<file path="src/rtl/tstm_pkg.sv">
// Shared types and constants of the three-stream timestamp matcher.
// No dependencies; the other files but tstm_ram take names from here by scope.
package tstm_pkg;

  localparam int SENSOR_COUNT     = 3;
  localparam int BUFFER_DEPTH_DEF = 8;
  localparam int QUEUE_DEPTH      = 2;

  localparam int STAMP_W   = 32;
  localparam int TAG_W     = 16;
  localparam int CFG_W     = 16;
  localparam int SENSOR_W  = 2;
  localparam int CFG_IDX_W = 2;
  localparam int ENTRY_W   = STAMP_W + TAG_W;

  // register indexes of the configuration port
  localparam logic [CFG_IDX_W-1:0] CFG_MATCH_WINDOW = 2'd0;
  localparam logic [CFG_IDX_W-1:0] CFG_MAX_AGE      = 2'd1;

  localparam logic [CFG_W-1:0] MATCH_WINDOW_RST = 16'd50;
  localparam logic [CFG_W-1:0] MAX_AGE_RST      = 16'd100;

  // kind field codes
  localparam logic KIND_ARRIVAL = 1'b0;

  typedef logic [SENSOR_W-1:0] sensor_t;

  typedef enum logic {
    OP_ARRIVE,
    OP_TICK
  } op_e;

  typedef struct packed {
    op_e                op;
    sensor_t            sensor;
    logic [STAMP_W-1:0] stamp;
    logic [TAG_W-1:0]   tag;
    logic [STAMP_W-1:0] now;
  } cmd_t;

  // head of the request queue as seen by the back end
  typedef struct packed {
    logic valid;
    cmd_t cmd;
  } q_head_t;

  typedef struct packed {
    logic [CFG_W-1:0] match_window;
    logic [CFG_W-1:0] max_age;
  } cfg_t;

  typedef struct packed {
    logic               valid;
    logic               matched;
    logic [TAG_W-1:0]   tag_first;
    logic [TAG_W-1:0]   tag_second;
    logic [TAG_W-1:0]   tag_third;
    logic [STAMP_W-1:0] triple_stamp;
    logic               overflow_drop;
  } res_t;

  typedef enum logic [2:0] {
    ST_IDLE,
    ST_WALK,
    ST_APPEND,
    ST_LOAD0,
    ST_LATCH0,
    ST_SCAN2,
    ST_SCAN1,
    ST_DONE
  } state_e;

  typedef enum logic {
    WALK_SHIFT,
    WALK_PURGE
  } walk_e;

endpackage

</file>
<file path="src/rtl/tstm_ram.sv">
// Generic simple dual-port RAM: one write port, one read port, registered read.
// No dependencies.
module tstm_ram #(
  parameter int WIDTH = 8,
  parameter int DEPTH = 4
) (
  input  logic                     clk_i,
  input  logic                     we_i,
  input  logic [$clog2(DEPTH)-1:0] waddr_i,
  input  logic [WIDTH-1:0]         wdata_i,
  input  logic [$clog2(DEPTH)-1:0] raddr_i,
  output logic [WIDTH-1:0]         rdata_o
);

  logic [WIDTH-1:0] mem_q [DEPTH];
  logic [WIDTH-1:0] rdata_q;

  // write and registered read
  always_ff @(posedge clk_i) begin
    if (we_i) begin
      mem_q[waddr_i] <= wdata_i;
    end
    rdata_q <= mem_q[raddr_i];
  end

  assign rdata_o = rdata_q;

endmodule

</file>
<file path="src/rtl/tstm_front.sv">
// Front end: classifies incoming requests and holds them in a short queue.
// Depends on tstm_pkg.
module tstm_front (
  input  logic                        clk_i,
  input  logic                        rst_ni,
  input  logic                        in_valid_i,
  output logic                        in_ready_o,
  input  logic                        kind_i,
  input  tstm_pkg::sensor_t           sensor_i,
  input  logic [tstm_pkg::STAMP_W-1:0] stamp_ms_i,
  input  logic [tstm_pkg::TAG_W-1:0]   frame_tag_i,
  input  logic [tstm_pkg::STAMP_W-1:0] now_ms_i,
  input  logic                        pop_i,
  output tstm_pkg::q_head_t           head_o
);

  localparam int QD  = tstm_pkg::QUEUE_DEPTH;
  localparam int PW  = (QD > 1) ? $clog2(QD) : 1;
  localparam int NW  = $clog2(QD + 1);
  localparam logic [PW-1:0] LAST = PW'(QD - 1);

  tstm_pkg::cmd_t cmd_in;
  tstm_pkg::cmd_t slot_q [QD];
  logic [PW-1:0]  wptr_q, wptr_d, rptr_q, rptr_d;
  logic [NW-1:0]  fill_q, fill_d;
  logic           push;

  // classify: out-of-range sensors act as a time tick
  always_comb begin
    if (kind_i == tstm_pkg::KIND_ARRIVAL &&
        sensor_i < tstm_pkg::SENSOR_W'(tstm_pkg::SENSOR_COUNT)) begin
      cmd_in.op     = tstm_pkg::OP_ARRIVE;
      cmd_in.sensor = sensor_i;
    end else begin
      cmd_in.op     = tstm_pkg::OP_TICK;
      cmd_in.sensor = '0;
    end
    cmd_in.stamp = stamp_ms_i;
    cmd_in.tag   = frame_tag_i;
    cmd_in.now   = now_ms_i;
  end

  assign in_ready_o = (fill_q != NW'(QD));
  assign push       = in_valid_i && in_ready_o;

  // advance pointers and fill count
  always_comb begin
    wptr_d = wptr_q;
    rptr_d = rptr_q;
    fill_d = fill_q;
    if (push) begin
      wptr_d = (wptr_q == LAST) ? '0 : wptr_q + PW'(1);
    end
    if (pop_i) begin
      rptr_d = (rptr_q == LAST) ? '0 : rptr_q + PW'(1);
    end
    if (push && !pop_i) begin
      fill_d = fill_q + NW'(1);
    end else if (!push && pop_i) begin
      fill_d = fill_q - NW'(1);
    end
  end

  always_ff @(posedge clk_i or negedge rst_ni) begin
    if (!rst_ni) begin
      wptr_q <= '0;
      rptr_q <= '0;
      fill_q <= '0;
    end else begin
      wptr_q <= wptr_d;
      rptr_q <= rptr_d;
      fill_q <= fill_d;
    end
  end

  // hold queued requests
  always_ff @(posedge clk_i) begin
    if (push) begin
      slot_q[wptr_q] <= cmd_in;
    end
  end

  assign head_o.valid = (fill_q != '0);
  assign head_o.cmd   = slot_q[rptr_q];

endmodule

</file>
<file path="src/rtl/tstm_back.sv">
// Back end: sequencer over the entry RAM for shift, append, search and purge,
// plus the result register. Depends on tstm_pkg and tstm_ram.
module tstm_back #(
  parameter int BUFFER_DEPTH = tstm_pkg::BUFFER_DEPTH_DEF
) (
  input  logic              clk_i,
  input  logic              rst_ni,
  input  tstm_pkg::cfg_t    cfg_i,
  input  tstm_pkg::q_head_t head_i,
  output logic              pop_o,
  input  logic              out_ready_i,
  output tstm_pkg::res_t    res_o
);

  localparam int CW    = $clog2(BUFFER_DEPTH + 1);
  localparam int SLOTS = tstm_pkg::SENSOR_COUNT * BUFFER_DEPTH;
  localparam int AW    = $clog2(SLOTS);
  localparam int SW    = tstm_pkg::STAMP_W;
  localparam int TW    = tstm_pkg::TAG_W;
  localparam logic [CW-1:0] FULL = CW'(BUFFER_DEPTH);

  // first slot of a sensor's region
  function automatic logic [AW-1:0] base_of(input tstm_pkg::sensor_t s);
    logic [AW-1:0] b;
    case (s)
      2'd0:    b = '0;
      2'd1:    b = AW'(BUFFER_DEPTH);
      default: b = AW'(2 * BUFFER_DEPTH);
    endcase
    return b;
  endfunction

  tstm_pkg::state_e  state_q, state_d;
  tstm_pkg::cmd_t    cmd_q, cmd_d;
  tstm_pkg::walk_e   walk_mode_q, walk_mode_d;
  tstm_pkg::sensor_t walk_s_q, walk_s_d, sel_s;
  logic [CW-1:0]     cnt_q [tstm_pkg::SENSOR_COUNT];
  logic [CW-1:0]     cnt_d [tstm_pkg::SENSOR_COUNT];
  logic [CW-1:0]     rp_q, rp_d, wp_q, wp_d, pidx_q, pidx_d, i_q, i_d;
  logic [CW-1:0]     idx1_q, idx1_d, idx2_q, idx2_d, n_sel, fidx, drop_idx;
  logic              pvld_q, pvld_d, found_q, found_d, ovf_q, ovf_d;
  logic [SW-1:0]     s0_stamp_q, s0_stamp_d;
  logic [TW-1:0]     s0_tag_q, s0_tag_d, tag1_q, tag1_d, tag2_q, tag2_d;
  tstm_pkg::res_t    res_q, res_d;

  logic                         ram_we;
  logic [AW-1:0]                ram_waddr, ram_raddr;
  logic [tstm_pkg::ENTRY_W-1:0] ram_wdata, ram_rdata;
  logic [SW-1:0]                rd_stamp, diff_a, diff_b, age, win32, age32;
  logic [TW-1:0]                rd_tag;
  logic                         in_window, too_old, drop_en, drop_it, hit;

  tstm_ram #(
    .WIDTH (tstm_pkg::ENTRY_W),
    .DEPTH (SLOTS)
  ) u_ram (
    .clk_i   (clk_i),
    .we_i    (ram_we),
    .waddr_i (ram_waddr),
    .wdata_i (ram_wdata),
    .raddr_i (ram_raddr),
    .rdata_o (ram_rdata)
  );

  assign rd_stamp = ram_rdata[tstm_pkg::ENTRY_W-1:TW];
  assign rd_tag   = ram_rdata[TW-1:0];

  // window test: either wrap-around difference fits the window
  assign win32     = SW'(cfg_i.match_window);
  assign diff_a    = s0_stamp_q - rd_stamp;
  assign diff_b    = rd_stamp - s0_stamp_q;
  assign in_window = (diff_a <= win32) || (diff_b <= win32);

  // age test: a negative age keeps the entry
  assign age32   = SW'(cfg_i.max_age);
  assign age     = cmd_q.now - rd_stamp;
  assign too_old = !age[SW-1] && (age > age32);

  // pick the buffer whose fill the current state works on
  always_comb begin
    case (state_q)
      tstm_pkg::ST_IDLE:   sel_s = head_i.cmd.sensor;
      tstm_pkg::ST_WALK:   sel_s = walk_s_q;
      tstm_pkg::ST_APPEND: sel_s = cmd_q.sensor;
      tstm_pkg::ST_SCAN2:  sel_s = 2'd2;
      tstm_pkg::ST_SCAN1:  sel_s = 2'd1;
      default:             sel_s = 2'd0;
    endcase
    case (sel_s)
      2'd0:    n_sel = cnt_q[0];
      2'd1:    n_sel = cnt_q[1];
      default: n_sel = cnt_q[2];
    endcase
  end

  // entry dropped by the walk: oldest on overflow; matched one or any too old on purge
  always_comb begin
    case (walk_s_q)
      2'd0:    fidx = i_q;
      2'd1:    fidx = idx1_q;
      default: fidx = idx2_q;
    endcase
    if (walk_mode_q == tstm_pkg::WALK_SHIFT) begin
      drop_en  = 1'b1;
      drop_idx = '0;
    end else begin
      drop_en  = found_q;
      drop_idx = fidx;
    end
    drop_it = (drop_en && pidx_q == drop_idx) ||
              (walk_mode_q == tstm_pkg::WALK_PURGE && too_old);
  end

  assign hit = pvld_q && in_window;

  // sequencer: next state and datapath controls
  always_comb begin
    state_d     = state_q;
    cmd_d       = cmd_q;
    walk_mode_d = walk_mode_q;
    walk_s_d    = walk_s_q;
    cnt_d       = cnt_q;
    rp_d        = rp_q;
    wp_d        = wp_q;
    pidx_d      = pidx_q;
    pvld_d      = pvld_q;
    i_d         = i_q;
    idx1_d      = idx1_q;
    idx2_d      = idx2_q;
    found_d     = found_q;
    ovf_d       = ovf_q;
    s0_stamp_d  = s0_stamp_q;
    s0_tag_d    = s0_tag_q;
    tag1_d      = tag1_q;
    tag2_d      = tag2_q;
    pop_o       = 1'b0;
    ram_we      = 1'b0;
    ram_waddr   = '0;
    ram_wdata   = ram_rdata;
    ram_raddr   = '0;
    res_d       = res_q;

    // drain the result register
    if (res_q.valid && out_ready_i) begin
      res_d.valid = 1'b0;
    end

    unique case (state_q)
      tstm_pkg::ST_IDLE: begin
        if (head_i.valid) begin
          pop_o   = 1'b1;
          cmd_d   = head_i.cmd;
          ovf_d   = 1'b0;
          found_d = 1'b0;
          rp_d    = '0;
          wp_d    = '0;
          pvld_d  = 1'b0;
          if (head_i.cmd.op == tstm_pkg::OP_ARRIVE) begin
            if (n_sel == FULL) begin
              ovf_d       = 1'b1;
              walk_s_d    = head_i.cmd.sensor;
              walk_mode_d = tstm_pkg::WALK_SHIFT;
              state_d     = tstm_pkg::ST_WALK;
            end else begin
              state_d = tstm_pkg::ST_APPEND;
            end
          end else begin
            walk_s_d    = 2'd0;
            walk_mode_d = tstm_pkg::WALK_PURGE;
            state_d     = tstm_pkg::ST_WALK;
          end
        end
      end

      tstm_pkg::ST_WALK: begin
        // compact: write back kept entries at the write pointer, behind the read pointer
        if (pvld_q && !drop_it) begin
          ram_we    = 1'b1;
          ram_waddr = base_of(walk_s_q) + AW'(wp_q);
          wp_d      = wp_q + CW'(1);
        end
        if (rp_q != n_sel) begin
          ram_raddr = base_of(walk_s_q) + AW'(rp_q);
          pidx_d    = rp_q;
          rp_d      = rp_q + CW'(1);
          pvld_d    = 1'b1;
        end else begin
          pvld_d = 1'b0;
        end
        if (rp_q == n_sel && !pvld_q) begin
          cnt_d[walk_s_q] = wp_q;
          rp_d            = '0;
          wp_d            = '0;
          if (walk_mode_q == tstm_pkg::WALK_SHIFT) begin
            state_d = tstm_pkg::ST_APPEND;
          end else if (walk_s_q == 2'd2) begin
            state_d = tstm_pkg::ST_DONE;
          end else begin
            walk_s_d = walk_s_q + 2'd1;
          end
        end
      end

      tstm_pkg::ST_APPEND: begin
        ram_we              = 1'b1;
        ram_waddr           = base_of(cmd_q.sensor) + AW'(n_sel);
        ram_wdata           = {cmd_q.stamp, cmd_q.tag};
        cnt_d[cmd_q.sensor] = n_sel + CW'(1);
        i_d                 = '0;
        state_d             = tstm_pkg::ST_LOAD0;
      end

      tstm_pkg::ST_LOAD0: begin
        if (i_q == n_sel) begin
          // no triple: purge all buffers
          found_d     = 1'b0;
          walk_s_d    = 2'd0;
          walk_mode_d = tstm_pkg::WALK_PURGE;
          rp_d        = '0;
          wp_d        = '0;
          pvld_d      = 1'b0;
          state_d     = tstm_pkg::ST_WALK;
        end else begin
          ram_raddr = base_of(2'd0) + AW'(i_q);
          state_d   = tstm_pkg::ST_LATCH0;
        end
      end

      tstm_pkg::ST_LATCH0: begin
        s0_stamp_d = rd_stamp;
        s0_tag_d   = rd_tag;
        rp_d       = '0;
        pvld_d     = 1'b0;
        state_d    = tstm_pkg::ST_SCAN2;
      end

      tstm_pkg::ST_SCAN2: begin
        if (hit) begin
          idx2_d  = pidx_q;
          tag2_d  = rd_tag;
          rp_d    = '0;
          pvld_d  = 1'b0;
          state_d = tstm_pkg::ST_SCAN1;
        end else if (rp_q == n_sel) begin
          i_d     = i_q + CW'(1);
          state_d = tstm_pkg::ST_LOAD0;
        end else begin
          ram_raddr = base_of(2'd2) + AW'(rp_q);
          pidx_d    = rp_q;
          rp_d      = rp_q + CW'(1);
          pvld_d    = 1'b1;
        end
      end

      tstm_pkg::ST_SCAN1: begin
        if (hit) begin
          idx1_d      = pidx_q;
          tag1_d      = rd_tag;
          found_d     = 1'b1;
          walk_s_d    = 2'd0;
          walk_mode_d = tstm_pkg::WALK_PURGE;
          rp_d        = '0;
          wp_d        = '0;
          pvld_d      = 1'b0;
          state_d     = tstm_pkg::ST_WALK;
        end else if (rp_q == n_sel) begin
          i_d     = i_q + CW'(1);
          state_d = tstm_pkg::ST_LOAD0;
        end else begin
          ram_raddr = base_of(2'd1) + AW'(rp_q);
          pidx_d    = rp_q;
          rp_d      = rp_q + CW'(1);
          pvld_d    = 1'b1;
        end
      end

      tstm_pkg::ST_DONE: begin
        // hold until the result register is free
        if (!res_q.valid || out_ready_i) begin
          res_d.valid         = 1'b1;
          res_d.matched       = found_q;
          res_d.tag_first     = found_q ? s0_tag_q : '0;
          res_d.tag_second    = found_q ? tag1_q : '0;
          res_d.tag_third     = found_q ? tag2_q : '0;
          res_d.triple_stamp  = found_q ? s0_stamp_q : '0;
          res_d.overflow_drop = ovf_q;
          state_d             = tstm_pkg::ST_IDLE;
        end
      end

      default: begin
        state_d = tstm_pkg::ST_IDLE;
      end
    endcase
  end

  // state register
  always_ff @(posedge clk_i or negedge rst_ni) begin
    if (!rst_ni) begin
      state_q <= tstm_pkg::ST_IDLE;
    end else begin
      state_q <= state_d;
    end
  end

  // control registers and result register
  always_ff @(posedge clk_i or negedge rst_ni) begin
    if (!rst_ni) begin
      cnt_q       <= '{default: '0};
      res_q       <= '0;
      pvld_q      <= 1'b0;
      rp_q        <= '0;
      wp_q        <= '0;
      i_q         <= '0;
      found_q     <= 1'b0;
      ovf_q       <= 1'b0;
      walk_s_q    <= '0;
      walk_mode_q <= tstm_pkg::WALK_PURGE;
    end else begin
      cnt_q       <= cnt_d;
      res_q       <= res_d;
      pvld_q      <= pvld_d;
      rp_q        <= rp_d;
      wp_q        <= wp_d;
      i_q         <= i_d;
      found_q     <= found_d;
      ovf_q       <= ovf_d;
      walk_s_q    <= walk_s_d;
      walk_mode_q <= walk_mode_d;
    end
  end

  // payload registers
  always_ff @(posedge clk_i) begin
    cmd_q      <= cmd_d;
    pidx_q     <= pidx_d;
    idx1_q     <= idx1_d;
    idx2_q     <= idx2_d;
    s0_stamp_q <= s0_stamp_d;
    s0_tag_q   <= s0_tag_d;
    tag1_q     <= tag1_d;
    tag2_q     <= tag2_d;
  end

  assign res_o = res_q;

endmodule

</file>
<file path="src/rtl/three_stream_timestamp_matcher.sv">
// Top level of the three-stream timestamp matcher: configuration registers,
// front end queue and back end sequencer. Depends on tstm_pkg, tstm_front, tstm_back.
//
//   channel  handshake              payload
//   in       in_valid_i/in_ready_o  kind_i sensor_i stamp_ms_i frame_tag_i now_ms_i
//   out      out_valid_o/out_ready_i matched_o tag_*_o triple_stamp_ms_o overflow_drop_o
//   cfg      cfg_we_i               cfg_idx_i cfg_wdata_i
//
// One request at a time runs on the back end; all work goes through the single
// read port of the entry RAM. A tick walks all three buffers to purge them; an
// arrival first shifts out the oldest entry when its buffer is full, then runs
// the append, the triple search and the purge walk. Reset empties the buffers
// at once by clearing the fill counts. A two-entry request queue and the result
// register let either side stall; the back end waits only to hand over a result.
module three_stream_timestamp_matcher #(
  parameter int BUFFER_DEPTH = tstm_pkg::BUFFER_DEPTH_DEF
) (
  input  logic                          clk_i,
  input  logic                          rst_ni,
  input  logic                          in_valid_i,
  output logic                          in_ready_o,
  input  logic                          kind_i,
  input  logic [tstm_pkg::SENSOR_W-1:0] sensor_i,
  input  logic [tstm_pkg::STAMP_W-1:0]  stamp_ms_i,
  input  logic [tstm_pkg::TAG_W-1:0]    frame_tag_i,
  input  logic [tstm_pkg::STAMP_W-1:0]  now_ms_i,
  output logic                          out_valid_o,
  input  logic                          out_ready_i,
  output logic                          matched_o,
  output logic [tstm_pkg::TAG_W-1:0]    tag_first_o,
  output logic [tstm_pkg::TAG_W-1:0]    tag_second_o,
  output logic [tstm_pkg::TAG_W-1:0]    tag_third_o,
  output logic [tstm_pkg::STAMP_W-1:0]  triple_stamp_ms_o,
  output logic                          overflow_drop_o,
  input  logic                          cfg_we_i,
  input  logic [tstm_pkg::CFG_IDX_W-1:0] cfg_idx_i,
  input  logic [tstm_pkg::CFG_W-1:0]    cfg_wdata_i
);

  tstm_pkg::cfg_t    cfg_q;
  tstm_pkg::q_head_t head;
  tstm_pkg::res_t    res;
  logic              pop;

  // write configuration registers
  always_ff @(posedge clk_i or negedge rst_ni) begin
    if (!rst_ni) begin
      cfg_q.match_window <= tstm_pkg::MATCH_WINDOW_RST;
      cfg_q.max_age      <= tstm_pkg::MAX_AGE_RST;
    end else if (cfg_we_i) begin
      case (cfg_idx_i)
        tstm_pkg::CFG_MATCH_WINDOW: cfg_q.match_window <= cfg_wdata_i;
        tstm_pkg::CFG_MAX_AGE:      cfg_q.max_age      <= cfg_wdata_i;
        default: ;
      endcase
    end
  end

  tstm_front u_front (
    .clk_i       (clk_i),
    .rst_ni      (rst_ni),
    .in_valid_i  (in_valid_i),
    .in_ready_o  (in_ready_o),
    .kind_i      (kind_i),
    .sensor_i    (sensor_i),
    .stamp_ms_i  (stamp_ms_i),
    .frame_tag_i (frame_tag_i),
    .now_ms_i    (now_ms_i),
    .pop_i       (pop),
    .head_o      (head)
  );

  tstm_back #(
    .BUFFER_DEPTH (BUFFER_DEPTH)
  ) u_back (
    .clk_i       (clk_i),
    .rst_ni      (rst_ni),
    .cfg_i       (cfg_q),
    .head_i      (head),
    .pop_o       (pop),
    .out_ready_i (out_ready_i),
    .res_o       (res)
  );

  assign out_valid_o       = res.valid;
  assign matched_o         = res.matched;
  assign tag_first_o       = res.tag_first;
  assign tag_second_o      = res.tag_second;
  assign tag_third_o       = res.tag_third;
  assign triple_stamp_ms_o = res.triple_stamp;
  assign overflow_drop_o   = res.overflow_drop;

endmodule

</file>
<file path="config.mk">
export PLATFORM = sky130hd
export DESIGN_NAME = three_stream_timestamp_matcher
export DESIGN_NICKNAME = d
export VERILOG_FILES = /design/src/rtl/tstm_pkg.sv /design/src/rtl/tstm_ram.sv /design/src/rtl/tstm_front.sv /design/src/rtl/tstm_back.sv /design/src/rtl/three_stream_timestamp_matcher.sv
export SDC_FILE = /design/constraint.sdc
export NUM_CORES = 2
export LEC_CHECK = 0
export BUFFER_PORTS_ARGS = -buffer_cell sky130_fd_sc_hd__buf_2
export CAP_MARGIN = 20
export CORE_ASPECT_RATIO = 0.6
export CORE_UTILIZATION = 65
export CTS_BUF_LIST = sky130_fd_sc_hd__clkbuf_8
export CTS_CLUSTER_SIZE = 12
export DETAILED_ROUTE_END_ITERATION = 7
export HOLD_SLACK_MARGIN = 0.08
export PLACE_DENSITY = 0.81
export SYNTH_ARGS = -nofsm -noshare
export SYNTH_HDL_FRONTEND = slang
export SYNTH_SLANG_ARGS = --single-unit
</file>
<file path="constraint.sdc">
create_clock -name clk_i -period 16.2 [get_ports clk_i]
set_input_delay 4.86 -clock clk_i [delete_from_list [all_inputs] [get_ports clk_i]]
set_output_delay 4.86 -clock clk_i [all_outputs]
set_load 0.1 [all_outputs]
</file>
==> impl_results.md <==
* Vias in the first global route at around 43000
* First drt pass iteration count at 8
* Overflow after GRT at 0
* Delay-heaviest family, CP: simple AND/OR/NAND/NOR gates
* Area grow syn2layout at 9.759%
* Drt via density at roughly 6.5
* EDFF count, synth at ~1500
* Cells after synthesis at 4997
* Worst Max-Slew Pin Slew at 1.227 ns
* Fin crit share at 60.31%
* Max stage delay on crit path at 0.74 ns
* Largest net degree at the start of global routing at 146
* Routed Antenna Nets at 0
* CTS tree: yes
* CP max stage cell: buf_4
* Total power per unit cell area at between 200 and 250 nW/um^2
* Design area at 78930 um^2
* CTS resizes at 0
* Post-DP HPWL at 116300 um
* Hold_ws at about 0.45 ns
* Post-CTS Hold Fix Bufs at 0
* Setup TNS Final at 0 ns
* Vias after detailed routing at 45320
* Synth Warn # at 0
* Endpoint class of the critical path: flop
* Most common cell in the netlist: edfxtp_1
* CORE AREA at roughly 110000 um^2
* Most frequent cells after synthesis: edfxtp_1 (1492), nand2_1 (764), mux2i_1 (354), o21ai_0 (231), nand3_1 (179)
* CP Buf/Inv Count at 4
* Startpoint Class: flop
* Setup CP Type: flop to flop
* Antenna violations before repair at 7
* Largest area contributor in the netlist: edfxtp_1
* 1st-iter DRT viols at 7412
* Seq/Total Area, Yosys at slightly below 70%
* Clock Sinks at 1692
* Residual DRC at 3
* All-Layer GR Usage at 33.58%
* H-tree levels at 4
* CP Max Fanout at 145
* Syn Std Cell Area at between 70000 and 80000 um^2
* Top cells by area, synth: edfxtp_1 (62%), dfrtp_1 (5.0%), mux2i_1 (4.9%), nand2_1 (4.0%), mux4_2 (3.0%)
* #FFs+latches synth at 1692
* Final Max Slew Viols at 0
* Max frequency at 102.3 MHz
* Final Setup Violations at 0
* Syn_area_per_cell at around 14 um^2
* RSZ-0062 raised after global routing: false
* Max cap viols at 0
* Top_reg_cell synth: edfxtp_1
* Layout Nets at around 5500
* Placed instance area at 74560 um^2
* Clock-pin slew on the worst setup and hold paths at roughly 0.070 ns
* CTS Buffer Depth at 3
* Count of cell types in the netlist at 86
* CP Data Arrival Time at 10.48 ns
* Minimum clock period at between 9 and 10 ns
* Leak at 28.46 nW
* Share of the synthesized area in the top cell type at around 62%
* Final core utilization at 72.01%
* Rel. slew slack at about 18%
* Setup Skew at around 0.047 ns
* Clock Tree Root: clkbuf_8
* # IOs at 190
* Status: finished with violations
* Crit-path cells: inv_1 > ha_1 > a21o_1 > a211oi_1 > and4b_1 > nor2_1 > xor2_1 > ha_1 > nand4_1 > or4_1 > or3_1 > a22oi_1 > o2111ai_1 > nor4_1 > a31o_2 > nor2_1 > nor2_4 > buf_12 > buf_4 > buf_12 > mux4_2 > mux2i_1 > o211ai_1
* First-pass GRT wire length at 276200 um
* Routed len/inst at around 27 um
* Ys async rst share at between 8 and 9%
* Die Wd at 431.4 um
* Max VDD drop at 0.1733 mV
* Initial core utilization at 65.60%
* Clock Latency Late Sink at approximately 0.96 ns
* Failing checks: design-rule violations
* Critical Path RT at 16.91 ns
* Final Hold Vio Count at 0
* Cell Rows at 94
* GP Congestion at 1.034
* Mapped Nets at 5256
* Setup bufs post-CTS at 0
* DIE HEIGHT at 259.6 um
* Worst Hold Class: flop to flop
* # port buffers at 189
* Total routed wirelength at 187800 um
* Total CTS buffers at 223
* Die area at between 100000 and 150000 um^2
* Share of layout cells above drive strength 1 at between 10% and 20%
## flip-flops by register name, summed over array words and instances (netlist names), 32 cells and up
| name | flops |
|---|---|
| u_back.u_ram.mem_q | 1152 |
| u_front.slot_q | 166 |
| u_back.res_o | 83 |
| u_back.cmd_q | 82 |
| u_back.u_ram.rdata_o | 48 |
| cfg_q | 32 |
| u_back.s0_stamp_q | 32 |
## cell families (layout without fill, tap and decap cells)
| logic type | after synthesis | count (layout) | share of synthesized area (%) |
|---|---|---|---|
| DFF | 1692 | 1692 | 68.94 |
| xor gates and xnor gates | 88 | 88 | 1.072 |
| buffers and inverters | 399 | 843 | 2.422 |
| muxes | 558 | 558 | 9.610 |
| adders and majority gates | 153 | 153 | 2.693 |
| AOI/OAI and AO/OA | 820 | 820 | 7.499 |
| other | 0 | 6 | 0 |
| and+or+nand+nor | 1287 | 1287 | 7.764 |
## placed cells by master (no fill, tap or decap), types with 109 or more instances in the layout
cell / synthesis / final
edfxtp_1: 1492 / 1492
nand2_1: 764 / 761
mux2i_1: 354 / 354
inv_1: 144 / 243
clkbuf_8: 0 / 240
o21ai_0: 231 / 199
buf_2: 69 / 188
nand3_1: 179 / 179
ha_1: 150 / 150
dfrtp_1: 145 / 143
a21oi_1: 134 / 134
nor2_1: 145 / 121
o211ai_1: 112 / 112
mux2_2: 109 / 109
## per-layer routing
layer  share of wire [%]  global-route usage (%)  vias up
li1                    -                       -    19470
met1                  43                   54.27    22640
met2                  42                   46.27     2979
met3                  13                   7.643      241
met4                 1.6                   8.186        2
met5               0.011                       0        -
## path summary, 6_finish.rpt
| path | startpoint | end | slack [ns] | cells after the start |
|---|---|---|---|---|
| max | u_back.u_ram.rdata_o[22]$_DFF_P_ | u_back.u_ram.rdata_o[27]$_DFF_P_ | 6.43 | 23 |
| min | u_back.u_ram.rdata_o[30]$_DFF_P_ | u_back.s0_stamp_q[14]$_DFFE_PP_ | 0.45 | 0 |
| max reg2reg | u_back.u_ram.rdata_o[22]$_DFF_P_ | u_back.u_ram.rdata_o[27]$_DFF_P_ | 6.43 | 23 |
| min reg2reg | u_back.u_ram.rdata_o[30]$_DFF_P_ | u_back.s0_stamp_q[14]$_DFFE_PP_ | 0.45 | 0 |
| max in group asynchronous | rst_ni | u_back.res_o[6]$_DFFE_PN0P_ | 10.77 | 2 |
| min in group asynchronous | rst_ni | u_back.res_o[0]$_DFFE_PN0P_ | 4.00 | 1 |
## worst register-to-register path, cell delays in order (launching register included)
cell and delay (ns):
dfxtp_1 0.35, inv_1 0.13, ha_1 0.43, a21o_1 0.24, a211oi_1 0.53, and4b_1 0.58, nor2_1 0.27, xor2_1 0.22
ha_1 0.34, nand4_1 0.11, or4_1 0.50, or3_1 0.43, a22oi_1 0.41, o2111ai_1 0.22, nor4_1 0.63, a31o_2 0.27
nor2_1 0.07, nor2_4 0.11, buf_12 0.68, buf_4 0.85, buf_12 0.65, mux4_2 0.88, mux2i_1 0.38, o211ai_1 0.26
## cell type report
class / count / area (um^2)
Clock inverter: 178 / 864.6
Clock buffer: 240 / 3303
Fill cell: 6965 / 30690
Antenna cell: 6 / 15.01
Inverter: 145 / 546.8
Tap cell: 1488 / 1862
Sequential cell: 1692 / 49580
Timing Repair Buffer: 280 / 1780
Multi-Input combinational cell: 2906 / 20980
## power by group
| group | switching, W | internal [W] | total (W) |
|---|---|---|---|
| registers | 0.000331 | 0.00585 | 0.00618 |
| logic | 0.00474 | 0.00205 | 0.00679 |
| clock network | 0.00158 | 0.00143 | 0.00301 |
| total | 0.00665 | 0.00933 | 0.0160 |
## metrics by stage
step | cells | power [W] | worst slack [ns]
floorplan | 4997 | 0.01067 | 7.140
global placement | 6498 | 0.01264 | 6.261
detailed placement | 6500 | 0.01277 | 6.666
CTS | 6918 | 0.01576 | 6.495
global route | 6931 | 0.01664 | 6.288
finish | 6935 | 0.01598 | 6.429
Note: power is estimated with default switching activity, not from simulation.
